File: src/rtl/core/selective_repeat_sender_window_core_macros.svh
// ----------------------------------------------------------------------------
// selective_repeat_sender_window_core_macros.svh
// Assertion helpers used by the sender window engine.
// ----------------------------------------------------------------------------
`ifndef SELECTIVE_REPEAT_SENDER_WINDOW_CORE_MACROS_SVH
`define SELECTIVE_REPEAT_SENDER_WINDOW_CORE_MACROS_SVH

// Same-cycle implication, disabled while in reset.
`define SRSW_ASSERT_NOW(lbl, clk, rst_n, ante, cons, msg) \
    lbl: assert property (@(posedge clk) disable iff (!rst_n) (ante) |-> (cons)) \
        else $error(msg);

// Next-cycle implication, disabled while in reset.
`define SRSW_ASSERT_NEXT(lbl, clk, rst_n, ante, cons, msg) \
    lbl: assert property (@(posedge clk) disable iff (!rst_n) (ante) |=> (cons)) \
        else $error(msg);

`endif

File: src/rtl/core/srsw_pkg.sv
// ----------------------------------------------------------------------------
// srsw_pkg
// Widths, event and result codes, and shared types of the sender window.
// ----------------------------------------------------------------------------
package srsw_pkg;

    localparam int SEQ_W  = 31;
    localparam int TIME_W = 32;
    localparam int TO_W   = 16;
    localparam int LIM_W  = 7;
    localparam int ACT_W  = 3;
    localparam int KIND_W = 3;
    localparam int CFG_IDX_W  = 2;
    localparam int CFG_DATA_W = 16;

    // highest sequence number; never admitted
    localparam logic [SEQ_W-1:0] SEQ_TOP = 31'h7FFF_FFFF;

    // event codes
    localparam logic [ACT_W-1:0] ACT_NEW      = 3'd0;
    localparam logic [ACT_W-1:0] ACT_END      = 3'd1;
    localparam logic [ACT_W-1:0] ACT_ACK      = 3'd2;
    localparam logic [ACT_W-1:0] ACT_INTERVAL = 3'd3;
    localparam logic [ACT_W-1:0] ACT_SCAN     = 3'd4;

    // result codes
    localparam logic [KIND_W-1:0] KIND_ADMIT   = 3'd0;
    localparam logic [KIND_W-1:0] KIND_FULL    = 3'd1;
    localparam logic [KIND_W-1:0] KIND_RETX    = 3'd2;
    localparam logic [KIND_W-1:0] KIND_ACK     = 3'd3;
    localparam logic [KIND_W-1:0] KIND_DONE    = 3'd4;
    localparam logic [KIND_W-1:0] KIND_NOTHING = 3'd5;

    // register indexes
    localparam logic [CFG_IDX_W-1:0] CFG_TIMEOUT = 2'd0;
    localparam logic [CFG_IDX_W-1:0] CFG_LIMIT   = 2'd1;

    // reset values
    localparam logic [TO_W-1:0]  TIMEOUT_RST = 16'd10;
    localparam logic [LIM_W-1:0] LIMIT_RST   = 7'd64;

    // configuration handed from the register block to the engine
    typedef struct packed {
        logic [TO_W-1:0]  timeout;
        logic [LIM_W-1:0] limit;
    } cfg_t;

endpackage

File: src/rtl/core/srsw_ram.sv
// ----------------------------------------------------------------------------
// srsw_ram
// Send time store: one write port, one read port, registered read data.
// ----------------------------------------------------------------------------
module srsw_ram #(
    parameter int DEPTH  = 64,
    parameter int ADDR_W = 6,
    parameter int DATA_W = 32
) (
    input  logic              clk,
    input  logic              wr_en,
    input  logic [ADDR_W-1:0] wr_addr,
    input  logic [DATA_W-1:0] wr_data,
    input  logic              rd_en,
    input  logic [ADDR_W-1:0] rd_addr,
    output logic [DATA_W-1:0] rd_data
);

    logic [DATA_W-1:0] mem [DEPTH];

    // write port
    always_ff @(posedge clk)
    begin
        if (wr_en)
        begin
            mem[wr_addr] <= wr_data;
        end
    end

    // read port, registered read data
    always_ff @(posedge clk)
    begin
        if (rd_en)
        begin
            rd_data <= mem[rd_addr];
        end
    end

endmodule

File: src/rtl/core/srsw_engine.sv
// ----------------------------------------------------------------------------
// srsw_engine
// Window state, event sequencer and send time walk over the slot memory.
// ----------------------------------------------------------------------------
`include "selective_repeat_sender_window_core_macros.svh"

module srsw_engine #(
    parameter int WINDOW_DEPTH = 64,
    parameter int SLOT_W       = 6
) (
    input  logic                               clk,
    input  logic                               rst_n,
    input  srsw_pkg::cfg_t                     cfg,
    input  logic                               start,
    output logic                               busy,
    input  logic [srsw_pkg::ACT_W-1:0]         action,
    input  logic [srsw_pkg::SEQ_W-1:0]         seq_value,
    input  logic [srsw_pkg::SEQ_W-1:0]         interval_end,
    input  logic [srsw_pkg::TIME_W-1:0]        now_ms,
    output logic                               result_valid,
    output logic [srsw_pkg::KIND_W-1:0]        kind,
    output logic [srsw_pkg::SEQ_W-1:0]         seq_number,
    output logic                               last,
    output logic                               mem_wr_en,
    output logic [SLOT_W-1:0]                  mem_wr_addr,
    output logic [srsw_pkg::TIME_W-1:0]        mem_wr_data,
    output logic                               mem_rd_en,
    output logic [SLOT_W-1:0]                  mem_rd_addr,
    input  logic [srsw_pkg::TIME_W-1:0]        mem_rd_data
);

    localparam int SEQ_W  = srsw_pkg::SEQ_W;
    localparam int OCC_W  = $clog2(WINDOW_DEPTH + 1);
    localparam int SUM_W  = OCC_W + 1;
    localparam logic [SUM_W-1:0]           DEPTH_SUM = SUM_W'(WINDOW_DEPTH);
    localparam logic [srsw_pkg::LIM_W-1:0] DEPTH_LIM = srsw_pkg::LIM_W'(WINDOW_DEPTH);
    localparam logic [SLOT_W-1:0]          SLOT_LAST = SLOT_W'(WINDOW_DEPTH - 1);

    typedef enum logic [2:0] {
        ST_IDLE,
        ST_EXEC,
        ST_SETUP,
        ST_WALK,
        ST_DRAIN,
        ST_FINISH
    } state_t;

    state_t state_reg, state_next;

    // window state
    logic [SEQ_W-1:0]  base_reg, base_next;
    logic [SEQ_W-1:0]  nxt_reg, nxt_next;
    logic              ended_reg, ended_next;
    logic [OCC_W-1:0]  occ_reg, occ_next;
    logic [SLOT_W-1:0] base_slot_reg, base_slot_next;
    logic [SLOT_W-1:0] nxt_slot_reg, nxt_slot_next;

    // latched event
    logic [srsw_pkg::ACT_W-1:0]  act_reg, act_next;
    logic [SEQ_W-1:0]            seqv_reg, seqv_next;
    logic [SEQ_W-1:0]            iend_reg, iend_next;
    logic [srsw_pkg::TIME_W-1:0] now_reg, now_next;

    // walk
    logic [SEQ_W-1:0]  cur_reg, cur_next;
    logic [SEQ_W-1:0]  hi_reg, hi_next;
    logic              empty_reg, empty_next;
    logic [SLOT_W-1:0] cur_slot_reg, cur_slot_next;
    logic              rd_v_reg, rd_v_next;
    logic [SEQ_W-1:0]  rd_seq_reg, rd_seq_next;
    logic [SLOT_W-1:0] rd_slot_reg, rd_slot_next;
    logic              pend_v_reg, pend_v_next;
    logic [SEQ_W-1:0]  pend_seq_reg, pend_seq_next;

    // result register
    logic                        res_v_reg, res_v_next;
    logic [srsw_pkg::KIND_W-1:0] res_kind_reg, res_kind_next;
    logic [SEQ_W-1:0]            res_seq_reg, res_seq_next;
    logic                        res_last_reg, res_last_next;

    // datapath
    logic [srsw_pkg::LIM_W-1:0]  lim;
    logic                        admit;
    logic                        ack_move;
    logic                        ack_sat;
    logic [SEQ_W-1:0]            ack_base;
    logic [SEQ_W-1:0]            ack_delta_wide;
    logic [OCC_W-1:0]            ack_delta;
    logic                        ack_done;
    logic                        is_scan;
    logic [SEQ_W-1:0]            nxt_m1;
    logic [SEQ_W-1:0]            rng_lo;
    logic [SEQ_W-1:0]            rng_hi;
    logic [SEQ_W-1:0]            setup_off_wide;
    logic [OCC_W-1:0]            add_in;
    logic [SUM_W-1:0]            slot_sum;
    logic [SLOT_W-1:0]           slot_wrap;
    logic [srsw_pkg::TIME_W-1:0] age;
    logic [srsw_pkg::TIME_W-1:0] tmo_wide;
    logic                        due;
    logic [SUM_W-1:0]            chk_sum;
    logic [SLOT_W-1:0]           chk_slot;

    assign busy         = (state_reg != ST_IDLE);
    assign result_valid = res_v_reg;
    assign kind         = res_kind_reg;
    assign seq_number   = res_seq_reg;
    assign last         = res_last_reg;

    // admission check
    assign lim   = (cfg.limit < DEPTH_LIM) ? cfg.limit : DEPTH_LIM;
    assign admit = !ended_reg && (srsw_pkg::LIM_W'(occ_reg) < lim)
                   && (nxt_reg != srsw_pkg::SEQ_TOP);

    // cumulative ack; advance is at most the outstanding count
    assign ack_move       = (seqv_reg >= base_reg);
    assign ack_sat        = (seqv_reg >= nxt_reg);
    assign ack_base       = ack_sat ? nxt_reg : (seqv_reg + SEQ_W'(1));
    assign ack_delta_wide = seqv_reg + SEQ_W'(1) - base_reg;
    assign ack_delta      = ack_sat ? occ_reg : ack_delta_wide[OCC_W-1:0];
    assign ack_done       = ended_reg && (nxt_reg != '0) && (seqv_reg == nxt_m1);

    // resend range clipped to the window
    assign is_scan = (act_reg == srsw_pkg::ACT_SCAN);
    assign nxt_m1  = nxt_reg - SEQ_W'(1);
    assign rng_lo  = (is_scan || (seqv_reg < base_reg)) ? base_reg : seqv_reg;
    assign rng_hi  = (!is_scan && (iend_reg < nxt_m1)) ? iend_reg : nxt_m1;

    // slot of base plus an in-window offset (shared by ack and walk setup)
    assign setup_off_wide = cur_reg - base_reg;
    assign add_in    = (state_reg == ST_SETUP) ? setup_off_wide[OCC_W-1:0] : ack_delta;
    assign slot_sum  = SUM_W'(base_slot_reg) + SUM_W'(add_in);
    assign slot_wrap = (slot_sum >= DEPTH_SUM) ? SLOT_W'(slot_sum - DEPTH_SUM)
                                               : SLOT_W'(slot_sum);

    // age test on returned send time; interval is strict, scan is not
    assign age      = now_reg - mem_rd_data;
    assign tmo_wide = srsw_pkg::TIME_W'(cfg.timeout);
    assign due      = (act_reg == srsw_pkg::ACT_INTERVAL) ? (age > tmo_wide)
                                                          : (age >= tmo_wide);

    // memory ports
    always_comb
    begin
        mem_rd_en   = (state_reg == ST_WALK);
        mem_rd_addr = cur_slot_reg;
        mem_wr_en   = 1'b0;
        mem_wr_addr = rd_slot_reg;
        mem_wr_data = now_reg;
        if (state_reg == ST_EXEC && act_reg == srsw_pkg::ACT_NEW && admit)
        begin
            mem_wr_en   = 1'b1;
            mem_wr_addr = nxt_slot_reg;
        end
        else if (rd_v_reg && due)
        begin
            mem_wr_en   = 1'b1;
        end
    end

    // next-state logic
    always_comb
    begin
        state_next     = state_reg;
        base_next      = base_reg;
        nxt_next       = nxt_reg;
        ended_next     = ended_reg;
        occ_next       = occ_reg;
        base_slot_next = base_slot_reg;
        nxt_slot_next  = nxt_slot_reg;
        act_next       = act_reg;
        seqv_next      = seqv_reg;
        iend_next      = iend_reg;
        now_next       = now_reg;
        cur_next       = cur_reg;
        hi_next        = hi_reg;
        empty_next     = empty_reg;
        cur_slot_next  = cur_slot_reg;
        rd_v_next      = 1'b0;
        rd_seq_next    = cur_reg;
        rd_slot_next   = cur_slot_reg;
        pend_v_next    = pend_v_reg;
        pend_seq_next  = pend_seq_reg;
        res_v_next     = 1'b0;
        res_kind_next  = res_kind_reg;
        res_seq_next   = res_seq_reg;
        res_last_next  = res_last_reg;

        // a due slot from the read stage: flush the held result, hold this one
        if (rd_v_reg && due)
        begin
            if (pend_v_reg)
            begin
                res_v_next    = 1'b1;
                res_kind_next = srsw_pkg::KIND_RETX;
                res_seq_next  = pend_seq_reg;
                res_last_next = 1'b0;
            end
            pend_v_next   = 1'b1;
            pend_seq_next = rd_seq_reg;
        end

        case (state_reg)
            ST_IDLE:
            begin
                if (start)
                begin
                    act_next   = action;
                    seqv_next  = seq_value;
                    iend_next  = interval_end;
                    now_next   = now_ms;
                    state_next = ST_EXEC;
                end
            end
            ST_EXEC:
            begin
                state_next = ST_IDLE;
                case (act_reg)
                    srsw_pkg::ACT_NEW:
                    begin
                        res_v_next    = 1'b1;
                        res_last_next = 1'b1;
                        if (admit)
                        begin
                            res_kind_next = srsw_pkg::KIND_ADMIT;
                            res_seq_next  = nxt_reg;
                            nxt_next      = nxt_reg + SEQ_W'(1);
                            occ_next      = occ_reg + OCC_W'(1);
                            nxt_slot_next = (nxt_slot_reg == SLOT_LAST) ? '0
                                            : nxt_slot_reg + SLOT_W'(1);
                        end
                        else
                        begin
                            res_kind_next = srsw_pkg::KIND_FULL;
                            res_seq_next  = base_reg;
                        end
                    end
                    srsw_pkg::ACT_END:
                    begin
                        ended_next = 1'b1;
                    end
                    srsw_pkg::ACT_ACK:
                    begin
                        res_v_next    = 1'b1;
                        res_last_next = 1'b1;
                        res_kind_next = ack_done ? srsw_pkg::KIND_DONE : srsw_pkg::KIND_ACK;
                        res_seq_next  = base_reg;
                        if (ack_move)
                        begin
                            base_next      = ack_base;
                            occ_next       = occ_reg - ack_delta;
                            base_slot_next = slot_wrap;
                            res_seq_next   = ack_base;
                        end
                    end
                    srsw_pkg::ACT_INTERVAL,
                    srsw_pkg::ACT_SCAN:
                    begin
                        cur_next   = rng_lo;
                        hi_next    = rng_hi;
                        empty_next = (nxt_reg == '0) || (rng_lo > rng_hi);
                        state_next = ST_SETUP;
                    end
                    default:
                    begin
                        state_next = ST_IDLE;
                    end
                endcase
            end
            ST_SETUP:
            begin
                if (empty_reg)
                begin
                    res_v_next    = 1'b1;
                    res_kind_next = srsw_pkg::KIND_NOTHING;
                    res_seq_next  = base_reg;
                    res_last_next = 1'b1;
                    state_next    = ST_IDLE;
                end
                else
                begin
                    cur_slot_next = slot_wrap;
                    pend_v_next   = 1'b0;
                    state_next    = ST_WALK;
                end
            end
            ST_WALK:
            begin
                // one slot read per cycle
                rd_v_next = 1'b1;
                if (cur_reg == hi_reg)
                begin
                    state_next = ST_DRAIN;
                end
                else
                begin
                    cur_next      = cur_reg + SEQ_W'(1);
                    cur_slot_next = (cur_slot_reg == SLOT_LAST) ? '0
                                    : cur_slot_reg + SLOT_W'(1);
                end
            end
            ST_DRAIN:
            begin
                state_next = ST_FINISH;
            end
            ST_FINISH:
            begin
                res_v_next    = 1'b1;
                res_last_next = 1'b1;
                if (pend_v_reg)
                begin
                    res_kind_next = srsw_pkg::KIND_RETX;
                    res_seq_next  = pend_seq_reg;
                end
                else
                begin
                    res_kind_next = srsw_pkg::KIND_NOTHING;
                    res_seq_next  = base_reg;
                end
                pend_v_next = 1'b0;
                state_next  = ST_IDLE;
            end
            default:
            begin
                state_next = ST_IDLE;
            end
        endcase
    end

    // control state
    always_ff @(posedge clk or negedge rst_n)
    begin
        if (!rst_n)
        begin
            state_reg     <= ST_IDLE;
            base_reg      <= '0;
            nxt_reg       <= '0;
            ended_reg     <= 1'b0;
            occ_reg       <= '0;
            base_slot_reg <= '0;
            nxt_slot_reg  <= '0;
            rd_v_reg      <= 1'b0;
            pend_v_reg    <= 1'b0;
            res_v_reg     <= 1'b0;
        end
        else
        begin
            state_reg     <= state_next;
            base_reg      <= base_next;
            nxt_reg       <= nxt_next;
            ended_reg     <= ended_next;
            occ_reg       <= occ_next;
            base_slot_reg <= base_slot_next;
            nxt_slot_reg  <= nxt_slot_next;
            rd_v_reg      <= rd_v_next;
            pend_v_reg    <= pend_v_next;
            res_v_reg     <= res_v_next;
        end
    end

    // payload registers
    always_ff @(posedge clk)
    begin
        act_reg      <= act_next;
        seqv_reg     <= seqv_next;
        iend_reg     <= iend_next;
        now_reg      <= now_next;
        cur_reg      <= cur_next;
        hi_reg       <= hi_next;
        empty_reg    <= empty_next;
        cur_slot_reg <= cur_slot_next;
        rd_seq_reg   <= rd_seq_next;
        rd_slot_reg  <= rd_slot_next;
        pend_seq_reg <= pend_seq_next;
        res_kind_reg <= res_kind_next;
        res_seq_reg  <= res_seq_next;
        res_last_reg <= res_last_next;
    end

    // slot of next sequence must follow from base slot and outstanding count
    assign chk_sum  = SUM_W'(base_slot_reg) + SUM_W'(occ_reg);
    assign chk_slot = (chk_sum >= DEPTH_SUM) ? SLOT_W'(chk_sum - DEPTH_SUM)
                                             : SLOT_W'(chk_sum);

    `SRSW_ASSERT_NOW(a_slot_track, clk, rst_n, 1'b1, nxt_slot_reg == chk_slot, "next slot out of step with base slot")
    `SRSW_ASSERT_NOW(a_base_order, clk, rst_n, 1'b1, (base_reg <= nxt_reg) && (SEQ_W'(occ_reg) == nxt_reg - base_reg), "window base and count inconsistent")
    `SRSW_ASSERT_NOW(a_rmw_apart, clk, rst_n, mem_wr_en && mem_rd_en, mem_wr_addr != mem_rd_addr, "read and write hit the same slot")
    `SRSW_ASSERT_NEXT(a_finish_last, clk, rst_n, state_reg == ST_FINISH, res_v_reg && res_last_reg, "walk ended without final result")

endmodule

File: src/rtl/core/selective_repeat_sender_window_core.sv
// ----------------------------------------------------------------------------
// selective_repeat_sender_window_core
// Sender window of a selective-repeat transfer with per-slot send times.
//
// Events are accepted when start is high and busy is low; the block then stays
// busy until the event is done. Results come out at most one per cycle on the
// result ports, each marked by result_valid for exactly one cycle, and cannot
// be held off: the receiver must take every beat. New packet and ack events
// give one result beat each; end of data and unknown codes give none. An
// interval or timeout scan walks the window slots in the clipped range (at most
// WINDOW_DEPTH of them), or gives a single nothing beat when that range is empty;
// the send time memory is read one slot per cycle through its
// single read port while due slots are rewritten behind the read. The final
// result of each event that has one carries last. Configuration writes are taken at any
// time with cfg_ready high, but are meant to be issued only while the block is
// idle.
// ----------------------------------------------------------------------------
module selective_repeat_sender_window_core #(
    parameter int WINDOW_DEPTH = 64
) (
    input  logic                                clk,
    input  logic                                rst_n,
    // event channel
    input  logic                                start,
    output logic                                busy,
    input  logic [srsw_pkg::ACT_W-1:0]          action,
    input  logic [srsw_pkg::SEQ_W-1:0]          seq_value,
    input  logic [srsw_pkg::SEQ_W-1:0]          interval_end,
    input  logic [srsw_pkg::TIME_W-1:0]         now_ms,
    // result channel
    output logic                                result_valid,
    output logic [srsw_pkg::KIND_W-1:0]         kind,
    output logic [srsw_pkg::SEQ_W-1:0]          seq_number,
    output logic                                last,
    // configuration channel
    input  logic                                cfg_valid,
    output logic                                cfg_ready,
    input  logic [srsw_pkg::CFG_IDX_W-1:0]      cfg_index,
    input  logic [srsw_pkg::CFG_DATA_W-1:0]     cfg_data
);

    localparam int SLOT_W = (WINDOW_DEPTH > 1) ? $clog2(WINDOW_DEPTH) : 1;

    srsw_pkg::cfg_t cfg_reg, cfg_next;

    logic                        mem_wr_en;
    logic [SLOT_W-1:0]           mem_wr_addr;
    logic [srsw_pkg::TIME_W-1:0] mem_wr_data;
    logic                        mem_rd_en;
    logic [SLOT_W-1:0]           mem_rd_addr;
    logic [srsw_pkg::TIME_W-1:0] mem_rd_data;

    assign cfg_ready = 1'b1;

    // register writes
    always_comb
    begin
        cfg_next = cfg_reg;
        if (cfg_valid)
        begin
            case (cfg_index)
                srsw_pkg::CFG_TIMEOUT: cfg_next.timeout = cfg_data;
                srsw_pkg::CFG_LIMIT:   cfg_next.limit   = cfg_data[srsw_pkg::LIM_W-1:0];
                default:               cfg_next = cfg_reg;
            endcase
        end
    end

    always_ff @(posedge clk or negedge rst_n)
    begin
        if (!rst_n)
        begin
            cfg_reg.timeout <= srsw_pkg::TIMEOUT_RST;
            cfg_reg.limit   <= srsw_pkg::LIMIT_RST;
        end
        else
        begin
            cfg_reg <= cfg_next;
        end
    end

    // event sequencer and window state
    srsw_engine #(
        .WINDOW_DEPTH (WINDOW_DEPTH),
        .SLOT_W       (SLOT_W)
    ) u_engine (
        .clk          (clk),
        .rst_n        (rst_n),
        .cfg          (cfg_reg),
        .start        (start),
        .busy         (busy),
        .action       (action),
        .seq_value    (seq_value),
        .interval_end (interval_end),
        .now_ms       (now_ms),
        .result_valid (result_valid),
        .kind         (kind),
        .seq_number   (seq_number),
        .last         (last),
        .mem_wr_en    (mem_wr_en),
        .mem_wr_addr  (mem_wr_addr),
        .mem_wr_data  (mem_wr_data),
        .mem_rd_en    (mem_rd_en),
        .mem_rd_addr  (mem_rd_addr),
        .mem_rd_data  (mem_rd_data)
    );

    // send time per window slot
    srsw_ram #(
        .DEPTH  (WINDOW_DEPTH),
        .ADDR_W (SLOT_W),
        .DATA_W (srsw_pkg::TIME_W)
    ) u_send_time (
        .clk     (clk),
        .wr_en   (mem_wr_en),
        .wr_addr (mem_wr_addr),
        .wr_data (mem_wr_data),
        .rd_en   (mem_rd_en),
        .rd_addr (mem_rd_addr),
        .rd_data (mem_rd_data)
    );

endmodule

File: config.mk
export PLATFORM = sky130hd
export DESIGN_NAME = selective_repeat_sender_window_core
export DESIGN_NICKNAME = d
export VERILOG_FILES = /design/src/rtl/core/srsw_pkg.sv /design/src/rtl/core/srsw_ram.sv /design/src/rtl/core/srsw_engine.sv /design/src/rtl/core/selective_repeat_sender_window_core.sv
export VERILOG_INCLUDE_DIRS = /design/src /design/src/rtl/core
export SDC_FILE = /design/constraint.sdc
export NUM_CORES = 2
export LEC_CHECK = 0
export ABC_AREA = 0
export BUFFER_PORTS_ARGS = -buffer_cell sky130_fd_sc_hd__buf_4
export CAP_MARGIN = 20
export CORE_UTILIZATION = 55
export DETAILED_ROUTE_END_ITERATION = 8
export GPL_ROUTABILITY_DRIVEN = 0
export GPL_TIMING_DRIVEN = 0
export PLACE_DENSITY = 0.67
export SETUP_SLACK_MARGIN = 0.02
export SLEW_MARGIN = 20
export SYNTH_ARGS = -nofsm -noshare
export SYNTH_HDL_FRONTEND = slang
export SYNTH_SLANG_ARGS = --single-unit
File: constraint.sdc
create_clock -name clk -period 8.9 [get_ports clk]
set_input_delay 0.89 -clock clk [delete_from_list [all_inputs] [get_ports clk]]
set_output_delay 0.89 -clock clk [all_outputs]
set_load 0.05 [all_outputs]
==> results_dict.tcl <==
set metrics [dict create \
    die_w_um 434.7 \
    critical_path.top_delay_family "compound AO/OA/AOI/OAI gates" \
    grt_max_degree 70 \
    antenna_found_initial 11 \
    dr.pass1.iters 6 \
    worstSetupPathType "reg -> reg" \
    via_count 57466 \
    hold_viol_final 0 \
    ir_drop_v 0.0002645 \
    pin_count 157 \
    worst_pin_slew_ps 1213 \
    slew_violations 0 \
    cts.sinks 2460 \
    placementRows 158 \
    top_register "u_send_time.mem" \
    netlist_area_sq_um 103000 \
    synth_cell_type_count 96 \
    cp.arrival_ps 9020 \
    synth-seq-area-share 0.7049 \
    largest_register_ff_count 2048 \
    async_flop_share 0.04512 \
    synth_warnings 0 \
    critPathLaunchType "register" \
    synth_most_common_cell "edfxtp_1" \
    synth_top_area_frac 0.6639 \
    post-synth-top-area-cell "edfxtp_1" \
    area_growth_pct 16.73 \
    insertion_delay_ps 890 \
    dp.cells 8336 \
    worstPathRequired_ps 9510 \
    r2r_cells 36 \
    path_depth 36 \
    cpPeakStageDelay_ps 560 \
    hold_path_class "in -> reg" \
    cp-end-kind "register" \
    wl_per_cell_um 34.09 \
    drive_gt1_frac 0.2622 \
    overflow 0 \
    cap_viol_max_count 0 \
    port_buffers 155 \
    grt_pass1_vias 57044 \
    period_minus_slack_ps 8411 \
    drtAntennaViolNets 0 \
    setup_viol 0 \
    cts_tree "built" \
    h-tree-depth 4 \
    synthCells 5490 \
    place_ws_ps 44.36 \
    clk_pin_slew_ps 70 \
    leakage_nw 40.22 \
    pwr_density_cell_nw_per_um2 305.7 \
    core_sq_um 185600 \
    finClkSkew_ps 88.74 \
    cts_buffer_depth 3 \
    fillerInstances 12507 \
    nNetsFinal 6425 \
    slew_headroom 0.1914 \
    fin_hold_ws_ps 177.6 \
    grt_first_pass_wirelength_um 423000 \
    grtUsageTotal 0.3187 \
    rsz0062_at_grt "false" \
    cpMostUsedCell "o21a_1" \
    wl_um 300000 \
    synth_ff_type "edfxtp_1" \
    synth_seq_cells 2460 \
    max_freq_mhz 118.9 \
    synth-edff-count 2277 \
    syn_area_per_cell_sq_um 18.76 \
    fin_cells 8798 \
    dieArea_sq_um 189000 \
    finalCritPeriodShare 0.9451 \
    clock-root-buffer "clkbuf_16" \
    numCtsBuffers 241 \
    die_height_um 434.7 \
    path_buf_inv 5 \
    synth.area.top_cells "edfxtp_1, mux4_2, dfrtp_1" \
    ys_top_cells_by_count "edfxtp_1, mux4_2, nand2_1" \
    drt_iter0_drc 7815 \
    crit_fanout 10 \
    whs_path_depth 1 \
    initial_core_util 0.5548 \
    crit_slowest_cell "dfrtp_1" \
    status "finished, final reports clean" \
    dp.final_hpwl_um 214600 \
    via_per_inst 6.532 \
    syn_nets 5812 \
    layout_setup_ws_ps 488.9 \
    drc_errors 0 \
]
-- path summary, 6_finish.rpt --
kind | start | end | slack (ps)
worst max-delay path | u_engine.nxt_reg[0] | u_engine.empty_reg | 490
worst min-delay path | now_ms[30] | u_engine.mem_wr_data[30] | 180
worst max register to register | u_engine.nxt_reg[0] | u_engine.empty_reg | 490
worst min register to register | u_engine.cur_reg[5] | u_engine.rd_seq_reg[5] | 370
max in group asynchronous | rst_n | cfg_reg[13] | 7500
min in group asynchronous | rst_n | u_engine.base_reg[24] | 550
-- what timing repair did --
action,in CTS,in global routing
resized for setup,1,6
hold buffers,1,0
endpoints found under the setup margin,1,1
buffers inserted,0,0
endpoints found under the hold margin,42,0
-- layout by cell type (no fill, tap or decap), drive strengths merged, types with 74 or more instances in the layout --
master  instances
nand3          76
mux2           94
dfrtp         108
inv           167
mux2i          94
nor2          202
edfxtp       2277
xor2           74
o21ai         192
clkbuf        500
nand2         261
a21oi         152
buf           421
ha            198
clkinv        106
xnor2         146
mux4          666
-- worst reg2reg max path: cells and delay by family (launching register included) --
family	cells	cell delay, ps
and+or+nand+nor	7	1130
adders and majority gates	6	1970
muxes	1	170
xor gates and xnor gates	1	340
DFF	1	560
AOI/OAI and AO/OA	16	2880
buffers and inverters	5	1130
-- routing by layer --
metal | routed length (um) | global-route usage | share of wire | vias to the layer above
met5 | 38 | 0 | 0.00013 | -
met1 | 109700 | 0.4172 | 0.37 | 29855
met3 | 28720 | 0.06726 | 0.096 | 701
met4 | 17420 | 0.1559 | 0.058 | 6
li1 | - | - | - | 23567
met2 | 144100 | 0.5112 | 0.48 | 3337
-- where the power goes --
| part | switching (W) | internal [W] | leakage, nW | total [W] |
|---|---|---|---|---|
| Sequential | 0.000665 | 0.0139 | 22.6 | 0.0146 |
| Clock | 0.00443 | 0.00578 | 3.84 | 0.0102 |
| Combinational | 0.00729 | 0.00470 | 13.8 | 0.0120 |
-- stage by stage --
step | setup TNS (ps) | util | total power (W) | instance area [sq um]
2_1_floorplan | 0 | - | 0.02177 | 103000
3_3_place_gp | -2572880 | 0.5778 | 0.02598 | 107300
3_5_place_dp | 0 | 0.6043 | 0.02652 | 112200
4_1_cts | 0 | 0.6469 | 0.03665 | 120100
5_1_grt | 0 | 0.6475 | 0.03791 | 120200
6_report | 0 | 0.6476 | 0.03675 | 120200
-- cells by family (layout without fill, tap and decap cells) --
| family | Yosys count | in the layout | synth area share |
|---|---|---|---|
| adder cells (fa/ha/maj) | 208 | 208 | 0.02556 |
| buffers and inverters | 408 | 1229 | 0.01514 |
| XOR/XNOR | 220 | 220 | 0.01878 |
| AND/OR/NAND/NOR | 769 | 769 | 0.03560 |
| AO/OA/AOI/OAI | 570 | 570 | 0.03481 |
| other | 1 | 8 | 0.00003641 |
| multiplexers | 854 | 854 | 0.1651 |
| flip-flops | 2460 | 2460 | 0.7049 |
-- layout make-up --
| type | count | area, sq um | share of cell area |
|---|---|---|---|
| Sequential cell | 2460 | 72600 | 0.6039 |
| Clock inverter | 150 | 1568 | 0.01304 |
| Timing Repair Buffer | 370 | 5567 | 0.04631 |
| Clock buffer | 301 | 6337 | 0.05272 |
| Antenna cell | 7 | 17.52 | 0.0001457 |
| Multi-Input combinational cell | 2622 | 29390 | 0.2445 |
| Inverter | 157 | 589.3 | 0.004902 |
| Tap cell | 2480 | 3103 | 0.02581 |
| Buffer | 251 | 1040 | 0.008649 |
No activity file was read; power rests on OpenSTA's default activity.
